## config.mk

```make
export PLATFORM = sky130hd
export DESIGN_NAME = omf_fixup_subrecord_parser
export DESIGN_NICKNAME = d
export VERILOG_FILES = /design/src/hdl/omfp_pkg.sv /design/src/hdl/omf_fixup_subrecord_parser.sv /design/src/hdl/omfp_parser.sv
export SDC_FILE = /design/constraint.sdc
export NUM_CORES = 1
export LEC_CHECK = 0
export BUFFER_PORTS_ARGS = -buffer_cell sky130_fd_sc_hd__buf_4
export CAP_MARGIN = 20
export CORE_UTILIZATION = 50
export CTS_CLUSTER_DIAMETER = 50
export DETAILED_ROUTE_END_ITERATION = 12
export GPL_ROUTABILITY_DRIVEN = 0
export HOLD_SLACK_MARGIN = 0.08
export PLACE_DENSITY = 0.66
export SLEW_MARGIN = 20
export SYNTH_ARGS = -nofsm -noshare
export SYNTH_HDL_FRONTEND = slang
export SYNTH_SLANG_ARGS = --single-unit
```

## constraint.sdc

```tcl
create_clock -name clk -period 4.1 [get_ports clk]
set_clock_uncertainty 0.05 [all_clocks]
set_input_delay 0.205 -clock clk [delete_from_list [all_inputs] [get_ports clk]]
set_output_delay 0.205 -clock clk [all_outputs]
set_load 0.05 [all_outputs]
```

## src/hdl/omfp_pkg.sv

```systemverilog
package omfp_pkg;

	// one byte of a FIXUPP record body
	typedef struct packed {
		logic [7:0] data_byte;
		logic       last_in_record;
		logic       wide_displacement;
	} in_item_t;

	// one completed fixup, or an error marker
	typedef struct packed {
		logic        result_kind;
		logic        seg_rel;
		logic [3:0]  location_type;
		logic [9:0]  data_offset;
		logic [2:0]  frame_meth;
		logic [14:0] frame_idx;
		logic [1:0]  tgt_meth;
		logic [14:0] tgt_idx;
		logic [31:0] tgt_disp;
	} out_item_t;

	localparam logic KIND_FIXUP = 1'b0;
	localparam logic KIND_ERROR = 1'b1;

	// frame methods up to this one carry a datum index
	localparam logic [2:0] METHOD_LAST_INDEXED = 3'd2;
	// frame method replaced by the previous data record's segment
	localparam logic [2:0] METHOD_FRAME_LEDATA = 3'd4;
	localparam logic [2:0] METHOD_FRAME_SEGDEF = 3'd0;

	localparam logic [2:0] DISP_BYTES_WORD  = 3'd2;
	localparam logic [2:0] DISP_BYTES_DWORD = 3'd4;

endpackage

```

## src/hdl/omf_fixup_subrecord_parser.sv

```systemverilog
// Channel | Dir | Handshake            | Payload
// in      | in  | in_valid / in_stall  | in_data  (in_item_t: one body byte)
// out     | out | out_valid / out_stall| out_data (out_item_t: fixup or error)
// cfg     | in  | cfg_valid / cfg_ready| cfg_data (ledata_segment, 15 bits)
//
// One byte per cycle while in_stall is low. A result is registered at the edge
// that takes the byte completing it, into the output register or its skid entry.
// Thread updates and skipped bytes give no result.
// Reset clears the parser, the eight threads and ledata_segment.
// in_stall rises only when the output register and its skid entry are both
// full; it is a registered signal, never a path from out_stall.
// cfg_ready is always high; write only while the block is quiet.
module omf_fixup_subrecord_parser import omfp_pkg::*; (
	input  logic        clk,
	input  logic        arst_n,
	input  logic        in_valid,
	output logic        in_stall,
	input  in_item_t    in_data,
	output logic        out_valid,
	input  logic        out_stall,
	output out_item_t   out_data,
	input  logic        cfg_valid,
	output logic        cfg_ready,
	input  logic [14:0] cfg_data
);

	logic        ledata_q;
	logic [14:0] ledata_seg_q;
	logic        step;
	logic        res_valid;
	out_item_t   res;
	logic        out_valid_q;
	out_item_t   out_q;
	logic        skid_valid_q;
	out_item_t   skid_q;
	logic        pop;

	assign cfg_ready = 1'b1;
	assign in_stall  = skid_valid_q;
	assign step      = in_valid && !skid_valid_q;
	assign pop       = out_valid_q && !out_stall;
	assign out_valid = out_valid_q;
	assign out_data  = out_q;

	// ledata_q marks that the register has seen a write since reset
	always_ff @(posedge clk or negedge arst_n) begin
		if (!arst_n) begin
			ledata_seg_q <= '0;
			ledata_q     <= 1'b0;
		end else if (cfg_valid && cfg_ready) begin
			ledata_seg_q <= cfg_data;
			ledata_q     <= 1'b1;
		end
	end

	omfp_parser u_parser (
		.clk            (clk),
		.arst_n         (arst_n),
		.step           (step),
		.item           (in_data),
		.ledata_segment (ledata_seg_q),
		.res_valid      (res_valid),
		.res            (res)
	);

	// output register with one skid entry behind it
	always_ff @(posedge clk or negedge arst_n) begin
		if (!arst_n) begin
			out_valid_q  <= 1'b0;
			skid_valid_q <= 1'b0;
			out_q        <= '0;
			skid_q       <= '0;
		end else if (skid_valid_q) begin
			if (pop) begin
				out_q        <= skid_q;
				skid_valid_q <= 1'b0;
			end
		end else if (!out_valid_q || pop) begin
			out_valid_q <= res_valid;
			if (res_valid) begin
				out_q <= res;
			end
		end else if (res_valid) begin
			skid_q       <= res;
			skid_valid_q <= 1'b1;
		end
	end

	a_skid_behind_out: assert property (@(posedge clk) disable iff (!arst_n)
		skid_valid_q |-> out_valid_q)
		else $error("skid entry held with empty output register");

	a_no_drop: assert property (@(posedge clk) disable iff (!arst_n)
		out_valid_q && out_stall && res_valid |=> skid_valid_q)
		else $error("transfer lost while output stalled");

	a_skid_holds: assert property (@(posedge clk) disable iff (!arst_n)
		skid_valid_q && out_stall |=> skid_valid_q && $stable(skid_q))
		else $error("skid entry changed while stalled");

	a_cfg_seen: assert property (@(posedge clk) disable iff (!arst_n)
		!ledata_q |-> ledata_seg_q == '0)
		else $error("ledata segment changed without a write");

endmodule

```

## src/hdl/omfp_parser.sv

```systemverilog
module omfp_parser import omfp_pkg::*; (
	input  logic        clk,
	input  logic        arst_n,
	input  logic        step,
	input  in_item_t    item,
	input  logic [14:0] ledata_segment,
	output logic        res_valid,
	output out_item_t   res
);

	typedef enum logic [3:0] {
		PH_IDLE,
		PH_FIX_LO,
		PH_FIX_DATA,
		PH_FRAME_IDX,
		PH_FRAME_IDX2,
		PH_TARGET_IDX,
		PH_TARGET_IDX2,
		PH_DISP,
		PH_THREAD_IDX,
		PH_THREAD_IDX2
	} phase_t;

	phase_t      phase_q, phase_d;
	logic        skip_q, skip_d;
	logic [7:0]  first_q, first_d;
	logic [7:0]  fd_q, fd_d;
	logic [7:0]  off_q, off_d;
	logic [14:0] fidx_q, fidx_d;
	logic [14:0] tidx_q, tidx_d;
	logic        wide_q, wide_d;
	logic [31:0] disp_q, disp_d;
	logic [2:0]  left_q, left_d;

	logic [2:0]  fthr_meth_q [4];
	logic [14:0] fthr_idx_q  [4];
	logic [1:0]  tthr_meth_q [4];
	logic [14:0] tthr_idx_q  [4];

	logic        thr_commit;
	logic [14:0] thr_idx;
	logic        after_fr, after_tg, do_fin, do_err;
	logic [7:0]  b;
	logic [2:0]  thr_m;
	logic [2:0]  cm_frame;
	logic [1:0]  cm_target;

	assign b = item.data_byte;

	always_comb begin
		phase_d    = phase_q;
		skip_d     = skip_q;
		first_d    = first_q;
		fd_d       = fd_q;
		off_d      = off_q;
		fidx_d     = fidx_q;
		tidx_d     = tidx_q;
		wide_d     = wide_q;
		disp_d     = disp_q;
		left_d     = left_q;
		thr_commit = 1'b0;
		thr_idx    = '0;
		after_fr   = 1'b0;
		after_tg   = 1'b0;
		do_fin     = 1'b0;
		do_err     = 1'b0;
		thr_m      = '0;
		if (skip_q) begin
			if (item.last_in_record) begin
				skip_d = 1'b0;
			end
		end else begin
			unique case (phase_q)
				PH_IDLE: begin
					first_d = b;
					if (b[7]) begin
						phase_d = PH_FIX_LO;
					end else if (b[5]) begin
						// invalid thread byte
						do_err = 1'b1;
						skip_d = !item.last_in_record;
					end else begin
						thr_m = b[6] ? b[4:2] : {1'b0, b[3:2]};
						if (thr_m <= METHOD_LAST_INDEXED) begin
							phase_d = PH_THREAD_IDX;
						end else begin
							thr_commit = 1'b1;
						end
					end
				end
				PH_FIX_LO: begin
					off_d   = b;
					fidx_d  = '0;
					tidx_d  = '0;
					wide_d  = 1'b0;
					phase_d = PH_FIX_DATA;
				end
				PH_FIX_DATA: begin
					fd_d   = b;
					wide_d = item.wide_displacement;
					if (!b[7] && b[6:4] <= METHOD_LAST_INDEXED) begin
						phase_d = PH_FRAME_IDX;
					end else begin
						after_fr = 1'b1;
					end
				end
				PH_FRAME_IDX: begin
					if (b[7]) begin
						fidx_d  = {b[6:0], 8'h00};
						phase_d = PH_FRAME_IDX2;
					end else begin
						fidx_d   = {7'h00, b};
						after_fr = 1'b1;
					end
				end
				PH_FRAME_IDX2: begin
					fidx_d   = fidx_q | {7'h00, b};
					after_fr = 1'b1;
				end
				PH_TARGET_IDX: begin
					if (b[7]) begin
						tidx_d  = {b[6:0], 8'h00};
						phase_d = PH_TARGET_IDX2;
					end else begin
						tidx_d   = {7'h00, b};
						after_tg = 1'b1;
					end
				end
				PH_TARGET_IDX2: begin
					tidx_d   = tidx_q | {7'h00, b};
					after_tg = 1'b1;
				end
				PH_DISP: begin
					disp_d = {b, disp_q[31:8]};
					if (left_q != '0) begin
						left_d = left_q - 3'd1;
					end
					if (left_d == '0) begin
						do_fin = 1'b1;
					end
				end
				PH_THREAD_IDX: begin
					if (b[7]) begin
						fidx_d  = {b[6:0], 8'h00};
						phase_d = PH_THREAD_IDX2;
					end else begin
						thr_commit = 1'b1;
						thr_idx    = {7'h00, b};
					end
				end
				PH_THREAD_IDX2: begin
					thr_commit = 1'b1;
					thr_idx    = fidx_q | {7'h00, b};
				end
				default: phase_d = PH_IDLE;
			endcase

			if (after_fr) begin
				if (!fd_d[3]) begin
					phase_d = PH_TARGET_IDX;
				end else begin
					after_tg = 1'b1;
				end
			end
			if (after_tg) begin
				if (!fd_d[2]) begin
					phase_d = PH_DISP;
					left_d  = wide_d ? DISP_BYTES_DWORD : DISP_BYTES_WORD;
					disp_d  = '0;
				end else begin
					do_fin = 1'b1;
				end
			end
			if (do_fin || thr_commit) begin
				phase_d = PH_IDLE;
			end
			// record ends inside a subrecord
			if (item.last_in_record && phase_d != PH_IDLE) begin
				do_err  = 1'b1;
				phase_d = PH_IDLE;
			end
		end
	end

	// result assembly from the post-byte view of the subrecord
	always_comb begin
		logic [2:0]  fm;
		logic [14:0] fi;
		logic [1:0]  tm;
		logic [14:0] ti;
		logic [31:0] dv;
		if (fd_d[7]) begin
			fm = fthr_meth_q[fd_d[5:4]];
			fi = fthr_idx_q[fd_d[5:4]];
		end else begin
			fm = fd_d[6:4];
			fi = (fd_d[6:4] <= METHOD_LAST_INDEXED) ? fidx_d : '0;
		end
		if (fd_d[3]) begin
			tm = tthr_meth_q[fd_d[1:0]];
			ti = tthr_idx_q[fd_d[1:0]];
		end else begin
			tm = fd_d[1:0];
			ti = tidx_d;
		end
		if (fd_d[2]) begin
			dv = '0;
		end else if (wide_d) begin
			dv = disp_d;
		end else begin
			dv = {16'h0000, disp_d[31:16]};
		end
		if (fm == METHOD_FRAME_LEDATA) begin
			fm = METHOD_FRAME_SEGDEF;
			fi = ledata_segment;
		end
		if (do_err) begin
			res             = '0;
			res.result_kind = KIND_ERROR;
		end else begin
			res.result_kind   = KIND_FIXUP;
			res.seg_rel       = first_d[6];
			res.location_type = first_d[5:2];
			res.data_offset   = {first_d[1:0], off_d};
			res.frame_meth    = fm;
			res.frame_idx     = fi;
			res.tgt_meth      = tm;
			res.tgt_idx       = ti;
			res.tgt_disp      = dv;
		end
	end

	assign res_valid = step && (do_fin || do_err);
	assign cm_frame  = first_d[4:2];
	assign cm_target = first_d[3:2];

	always_ff @(posedge clk or negedge arst_n) begin
		if (!arst_n) begin
			phase_q <= PH_IDLE;
			skip_q  <= 1'b0;
			first_q <= '0;
			fd_q    <= '0;
			off_q   <= '0;
			fidx_q  <= '0;
			tidx_q  <= '0;
			wide_q  <= 1'b0;
			disp_q  <= '0;
			left_q  <= '0;
			for (int i = 0; i < 4; i++) begin
				fthr_meth_q[i] <= '0;
				fthr_idx_q[i]  <= '0;
				tthr_meth_q[i] <= '0;
				tthr_idx_q[i]  <= '0;
			end
		end else if (step) begin
			phase_q <= phase_d;
			skip_q  <= skip_d;
			first_q <= first_d;
			fd_q    <= fd_d;
			off_q   <= off_d;
			fidx_q  <= fidx_d;
			tidx_q  <= tidx_d;
			wide_q  <= wide_d;
			disp_q  <= disp_d;
			left_q  <= left_d;
			if (thr_commit) begin
				if (first_d[6]) begin
					fthr_meth_q[first_d[1:0]] <= cm_frame;
					fthr_idx_q[first_d[1:0]]  <=
						(cm_frame <= METHOD_LAST_INDEXED) ? thr_idx : '0;
				end else begin
					tthr_meth_q[first_d[1:0]] <= cm_target;
					tthr_idx_q[first_d[1:0]]  <=
						({1'b0, cm_target} <= METHOD_LAST_INDEXED) ? thr_idx : '0;
				end
			end
		end
	end

	a_skip_silent: assert property (@(posedge clk) disable iff (!arst_n)
		step && skip_q |-> !res_valid)
		else $error("result produced while skipping record");

	a_err_sets_skip: assert property (@(posedge clk) disable iff (!arst_n)
		res_valid && res.result_kind == KIND_ERROR && !item.last_in_record
		|=> skip_q && phase_q == PH_IDLE)
		else $error("mid-record error did not start skip");

	a_last_ends_sub: assert property (@(posedge clk) disable iff (!arst_n)
		step && item.last_in_record |=> phase_q == PH_IDLE && !skip_q)
		else $error("parser state survived end of record");

	a_disp_count: assert property (@(posedge clk) disable iff (!arst_n)
		phase_q == PH_DISP |-> left_q != '0 && left_q <= DISP_BYTES_DWORD)
		else $error("displacement byte count out of range");

endmodule

```

==> results of run 1 <==
[layout by cell type (no fill, tap or decap), drive strengths merged, types with 16 or more instances in the layout]
cell and count:
dfrtp 417, nand2 332, o21ai 262, buf 173, mux2 109, mux2i 87, o31ai 80, clkbuf 70
a22o 62, a21oi 49, nor2 49, a22oi 47, dlygate4sd3 40, nor3 30, inv 17, a2bb2oi 16
[cells by family after synthesis]
kind of cell | synth area share, %
mux | 11.5
fa+ha+maj | 0.189
compound gates | 20.3
flops | 52.6
other cells | 0.0189
buf+inv | 4.00
simple gates | 11.4
[flip-flops by register name, indices dropped and copies added (netlist names)]
| name | flops |
|---|---|
| skid_q | 83 |
| u_parser.off_q | 8 |
| ledata_seg_q | 15 |
| out_data | 83 |
| u_parser.fd_q | 8 |
| u_parser.fthr_meth_q | 12 |
| u_parser.phase_q | 4 |
| u_parser.tthr_idx_q | 60 |
| u_parser.disp_q | 32 |
| u_parser.wide_q | 1 |
| u_parser.tidx_q | 15 |
| in_stall | 1 |
| u_parser.tthr_meth_q | 8 |
| u_parser.left_q | 3 |
| u_parser.fthr_idx_q | 60 |
| out_valid | 1 |
| u_parser.first_q | 7 |
| u_parser.fidx_q | 15 |
| u_parser.skip_q | 1 |
[routing by layer]
layer  global-route usage (%)  up-vias  part of all wire, %
met2                     42.0      496                   46
met5                        0        -                    0
met4                     8.69        0                  3.1
met1                     39.0     7583                   45
met3                     4.34      105                  5.7
li1                         -     7111                    -
[power groups by stage]
stage	clock (uW)	sequential [uW]	combinational [uW]
finish	4080	5470	6850
global route	4320	5570	7360
CTS	4150	5460	6760
detailed placement	0	5520	6690
global placement	0	5500	6600
floorplan	0	5960	4250
[path summary, 6_finish.rpt]
| check | from | end | slack, ns | cells after the start |
|---|---|---|---|---|
| max | u_parser.phase_q[1] | out_data[0] | 0.36 | 9 |
| min | in_valid | u_parser.disp_q[16] | 0.13 | 4 |
| max reg2reg | u_parser.phase_q[1] | out_data[0] | 0.36 | 9 |
| min reg2reg | skid_q[68] | skid_q[68] | 0.43 | 2 |
| max in group asynchronous | arst_n | skid_q[36] | 2.67 | 3 |
| min in group asynchronous | arst_n | out_data[6] | 0.23 | 2 |
[Yosys cell counts (26+ instances only)]
| library cell | number | area [um^2] |
|---|---|---|
| nor2_1 | 46 | 173 |
| o21ai_0 | 128 | 641 |
| a21oi_1 | 47 | 235 |
| a22oi_1 | 47 | 353 |
| mux2i_1 | 85 | 851 |
| buf_2 | 41 | 205 |
| clkbuf_1 | 87 | 327 |
| nor3_1 | 26 | 130 |
| dfrtp_1 | 417 | 10400 |
| o21ai_1 | 132 | 661 |
| mux2_2 | 99 | 1110 |
| o31ai_1 | 79 | 593 |
| nand2_1 | 329 | 1230 |
| a22o_1 | 62 | 543 |
[worst register-to-register path: stages (launching register included)]
cell and delay [ns]:
dfrtp_1 0.74, nor4b_4 0.42, mux2_2 0.42, o211a_1 0.15, nor4_1 0.41, o2bb2ai_2 0.17, o31ai_4 0.65, buf_4 0.37
a22oi_1 0.14, o21ai_0 0.14
[metrics by stage]
stage / cells / instance area (um^2)
3_5_place_dp: 2431 / 21200
6_report: 2550 / 23100
4_1_cts: 2549 / 23100
3_3_place_gp: 2431 / 21200
2_1_floorplan: 1894 / 19900
5_1_grt: 2550 / 23100
[area by class of cell]
cell class	count	area (um^2)	share of cell area, %
clock buffers	70	1350	5.86
clock inverters	8	128	0.553
inverters	16	60.1	0.260
multi-input cells	1308	8690	37.6
flip-flops and latches	417	10400	45.2
well taps	518	648	2.81
repair buffers	213	1780	7.69
==> impl_metrics.yaml, run 1 <==
critical_path:
  slowest_stage: "dfrtp_1"
  crit_type: "flop to flop"
  cp.required_ns: 4.53
  cp_cell_sequence: "nor4b_4 > mux2_2 > o211a_1 > nor4_1 > o2bb2ai_2 > o31ai_4 > buf_4 > a22oi_1 > o21ai_0"
  worst_ep_arrival_time_ns: 4.17
  path_buf_inv: 1
  start_kind: "flop"
  cp_slowest_stage_delay_ns: 0.74
  cpLargestDelayFamily: "compound AO/OA/AOI/OAI gates"
  cp-end-kind: "flop"
  worst-path-max-fanout: 18
drt:
  wl_per_cell_um: 21.2
  drc: 0
  vias: 15300
  ant_nets: 0
  routed_via_density: 6.00
  drtIter0Drc: 1522
  drt-total-wl_mm: 54.0
  drtPass1Iterations: 5
timing:
  finalHoldViolCount: 0
  rsz0062_at_grt: "false"
  period_share_pct: 91.1
  worst_slack_ns: 0.364
  report.final.slew_viol_count: 0
  setup_viol: 0
  worstMarginPinSlew_ns: 0.864
  layout_min_cycle_time_ns: 3.74
  relSlewSlack_pct: 42.3
  finalSetupTns_ns: 0
  max_freq_ghz: 0.268
  hold_slack_ns: 0.127
grt:
  grt_overflow: 0
  antenna_found_initial: 0
  grt_max_degree: 107
  grt_pass1_vias: 14700
  grt_pass1_wl_mm: 86.1
  track_usage_pct: 27.1
worst_hold_path:
  hold_path.class: "input port to flop"
floorplanning:
  num_io_pins: 116
  die_w_um: 201
  dieArea_um2: 40500
  coreArea_um2: 38900
  start_util_pct: 51.0
  rows: 72
  fp.dieH_um: 201
synthesis:
  ys_types: 91
  synth-seq-cells: 417
  synth_area_um2: 19900
  ys.flop_type: "dfrtp_1"
  seq_area_frac_synth_pct: 52.6
  syn_avg_cell_area_um2: 10.5
  yosysWarnings: 0
  syn_nets: 1927
  synthCells: 1894
  synth-edff-count: 0
  async_flop_share_pct: 100
cells_and_area:
  drive_gt1_share_pct: 19.5
  antenna_cells: 0
  finalNetCount: 2034
  syn_to_final_growth_pct: 16.3
  postLayoutCoreUtil_pct: 59.3
  nFillCells: 3242
clock_network:
  tritoncts: "yes"
  cts-htree-levels: 2
  insertion_delay_ns: 0.57
  cts_root_buffer: "clkbuf_16"
  cts_setup_buffers: 0
  cts_sinks: 417
  ctsResizeCount: 0
  clkTransAtPathRegs_ns: 0.06
  cts_buffers: 45
  hold_buffers: 40
  cts_buffer_depth: 3
power:
  p_seq_share_pct: 33.4
  sw_frac_of_total_pct: 41.5
  power_frac_clock_pct: 24.9
  p_per_area_nw_per_um2: 710
  p_total_uw: 16400
  p_leak_uw: 0.0101
  peakVddDrop_v: 0.000287
  p_comb_share_pct: 41.7
  p_sw_uw: 6810
  internal-power_uw: 9590
placed_design:
  post-place-ws_ns: 0.428
  dp_hpwl_mm: 35.3
  port_buffers: 114
status:
  status: "completed"
flow_run:
  maxCapViolCount: 0
Power figures use the tool's default switching activity.
==> inputs of run 2 (changes only) <==
--- a/config.mk
+++ b/config.mk
@@ -5,6 +5,7 @@
 export SDC_FILE = /design/constraint.sdc
 export NUM_CORES = 1
 export LEC_CHECK = 0
+export ABC_AREA = 1
 export BUFFER_PORTS_ARGS = -buffer_cell sky130_fd_sc_hd__buf_4
 export CAP_MARGIN = 20
 export CORE_UTILIZATION = 50
@@ -12,7 +13,7 @@
 export DETAILED_ROUTE_END_ITERATION = 12
 export GPL_ROUTABILITY_DRIVEN = 0
 export HOLD_SLACK_MARGIN = 0.08
-export PLACE_DENSITY = 0.66
+export PLACE_DENSITY = 0.65
 export SLEW_MARGIN = 20
 export SYNTH_ARGS = -nofsm -noshare
 export SYNTH_HDL_FRONTEND = slang
==> impl_metrics.yaml, run 2 <==
timing:
  setup_viol: 0
  hold_slack_ns: 0.129
  period_share_pct: 88.4
  finalSetupTns_ns: 0
  worstMarginPinSlew_ns: 1.02
  relSlewSlack_pct: 32.3
  report.final.slew_viol_count: 0
  layout_min_cycle_time_ns: 3.62
  max_freq_ghz: 0.276
  rsz0062_at_grt: "false"
  finalHoldViolCount: 0
grt:
  grtUsageMet2_pct: 41.6
  grt_pass1_vias: 17900
  grt_max_degree: 115
  grt.busiest_layer: "met1"
  grt_overflow: 0
  use_met1_pct: 45.3
  track_usage_pct: 29.5
  grt_pass1_wl_mm: 101
  global_route.usage.met3_pct: 5.57
  antenna_found_initial: 2
clock_network:
  cts_buffers: 50
  hold_buffers: 39
  cts_setup_buffers: 0
  cts_sinks: 417
  tritoncts: "yes"
  insertion_delay_ns: 0.60
  ctsResizeCount: 0
  cts_root_buffer: "clkbuf_16"
  cts_buffer_depth: 3
  clkTransAtPathRegs_ns: 0.06
  cts-htree-levels: 2
synthesis:
  async_flop_share_pct: 100
  synth_top_area_cell: "dfrtp_1"
  ys.flop_type: "dfrtp_1"
  seq_area_frac_synth_pct: 48.9
  synth-edff-count: 0
  ys_types: 34
  synth_area_um2: 21300
  syn_avg_cell_area_um2: 7.62
  yosysWarnings: 0
  syn_nets: 2834
  synth_area_leaders: "dfrtp_1 49%, nand2_1 18%, o21ai_0 6.8%"
  synth-seq-cells: 417
  synth_most_common_cell: "nand2_1"
  synth_top_area_share_pct: 48.9
  synthTopCellsByCount: "1017 x nand2_1, 417 x dfrtp_1, 289 x o21ai_0"
  synthCells: 2801
cells_and_area:
  final_common_cell: "nand2_1"
  drive_gt1_share_pct: 11.6
  finalNetCount: 2895
  final_cell_area_um2: 24600
  layout_common_cells: "1013 x nand2_1, 416 x dfrtp_1, 288 x o21ai_0"
  stdcell_count: 3443
  syn_to_final_growth_pct: 15.2
  antenna_cells: 0
drt:
  drtIter0Drc: 2419
  wl_per_cell_um: 18.4
  ant_nets: 0
  drc: 0
  drt-total-wl_mm: 63.3
  routed_via_density: 5.64
  vias: 19400
  drtPass1Iterations: 6
critical_path:
  worst-path-max-fanout: 16
  crit_type: "flop to flop"
  slowest_stage: "o21ai_0"
  crit_top_cell: "nand2_1"
  cp_cell_sequence: "inv_2 > nand2_1 > nor2_2 > nand2_1 > o21ai_0 > inv_1 > or2_2 > nand2_1 > nand3_2 > nand2_1 > nand2_1 > nand3_1 > nand2_1 > nand2_1 > nand2_1"
  crit_start: "u_parser.phase_q[0]"
  cp.required_ns: 4.53
  cp_slowest_stage_delay_ns: 0.46
  r2r-start: "u_parser.phase_q[0]"
  worst_ep_arrival_time_ns: 4.05
  cp-end-kind: "flop"
  start_kind: "flop"
placed_design:
  dp_hpwl_mm: 41.6
  placed_cell_area_um2: 22500
  dp.cells: 3310
  port_buffers: 114
worst_hold_path:
  hold_start: "in_data[2]"
  hold_path.class: "input port to flop"
flow_run:
  maxCapViolCount: 0
status:
  status: "completed"
power:
  p_total_uw: 19900
  peakVddDrop_v: 0.000385
  p_per_area_nw_per_um2: 810
  p_leak_uw: 0.0122
floorplanning:
  fp.dieH_um: 209
  dieArea_um2: 43500
  rows: 75
  start_util_pct: 50.7
  die_w_um: 209
  coreArea_um2: 42000
  num_io_pins: 116
[run 2: kinds of logic (layout without fill, tap and decap cells)]
| group | count (synthesis) | after routing | synth area share (%) |
|---|---|---|---|
| flip-flops | 417 | 417 | 48.9 |
| multiplexers | 53 | 53 | 2.79 |
| adder cells (fa/ha/maj) | 3 | 3 | 0.176 |
| AND/OR/NAND/NOR | 1421 | 1421 | 27.2 |
| buffers and inverters | 399 | 502 | 7.67 |
| AO/OA/AOI/OAI | 506 | 506 | 13.2 |
| other | 1 | 1 | 0.0176 |
| XOR/XNOR | 1 | 1 | 0.0411 |
[run 2: layout make-up]
cell class	count	area, um^2
multi-input combinational	1985	9300
inverter	209	786
sequential	417	10400
clock inverter	21	215
clock buffer	73	1460
timing repair buffer	199	1710
tap	539	674
fill	3849	17500
[run 2: power by group]
| part | switching [uW] | leakage, uW | internal, uW |
|---|---|---|---|
| clock network | 1810 | 0.000809 | 2670 |
| logic | 6860 | 0.00611 | 2630 |
| registers | 624 | 0.00531 | 5320 |
| total | 9290 | 0.0122 | 10600 |
[run 2: final timing paths]
check                                          end  slack, ns  cells after the start
max                                   out_data[55]       0.48                     15
min                             u_parser.tidx_q[8]       0.13                      5
max reg2reg                           out_data[55]       0.48                     15
min reg2reg                    u_parser.first_q[5]       0.43                      2
max in group asynchronous  u_parser.fthr_idx_q[25]       2.70                      3
min in group asynchronous             out_data[11]       0.23                      2
[run 2: worst max-delay path: cells and delay by family (launching register included)]
kind	cells	cell delay [ns]
and+or+nand+nor	12	2.36
AOI/OAI and AO/OA	1	0.46
DFF	1	0.42
buffers and inverters	2	0.22
[run 2: layer usage]
metal | wire, um | part of all wire (%) | up-vias
met3 | 5600 | 8.9 | 139
met4 | 1640 | 2.6 | 4
li1 | - | - | 9239
met5 | 49 | 0.077 | -
met1 | 29400 | 46 | 9216
met2 | 26600 | 42 | 805
[run 2: stage by stage]
stage | util [%] | worst slack (ns)
finish | 58.5 | 0.476
global route | 58.5 | 0.0978
CTS | 58.5 | 0.657
detailed placement | 53.5 | 0.667
global placement | 53.5 | 0.671
floorplan | - | 1.67
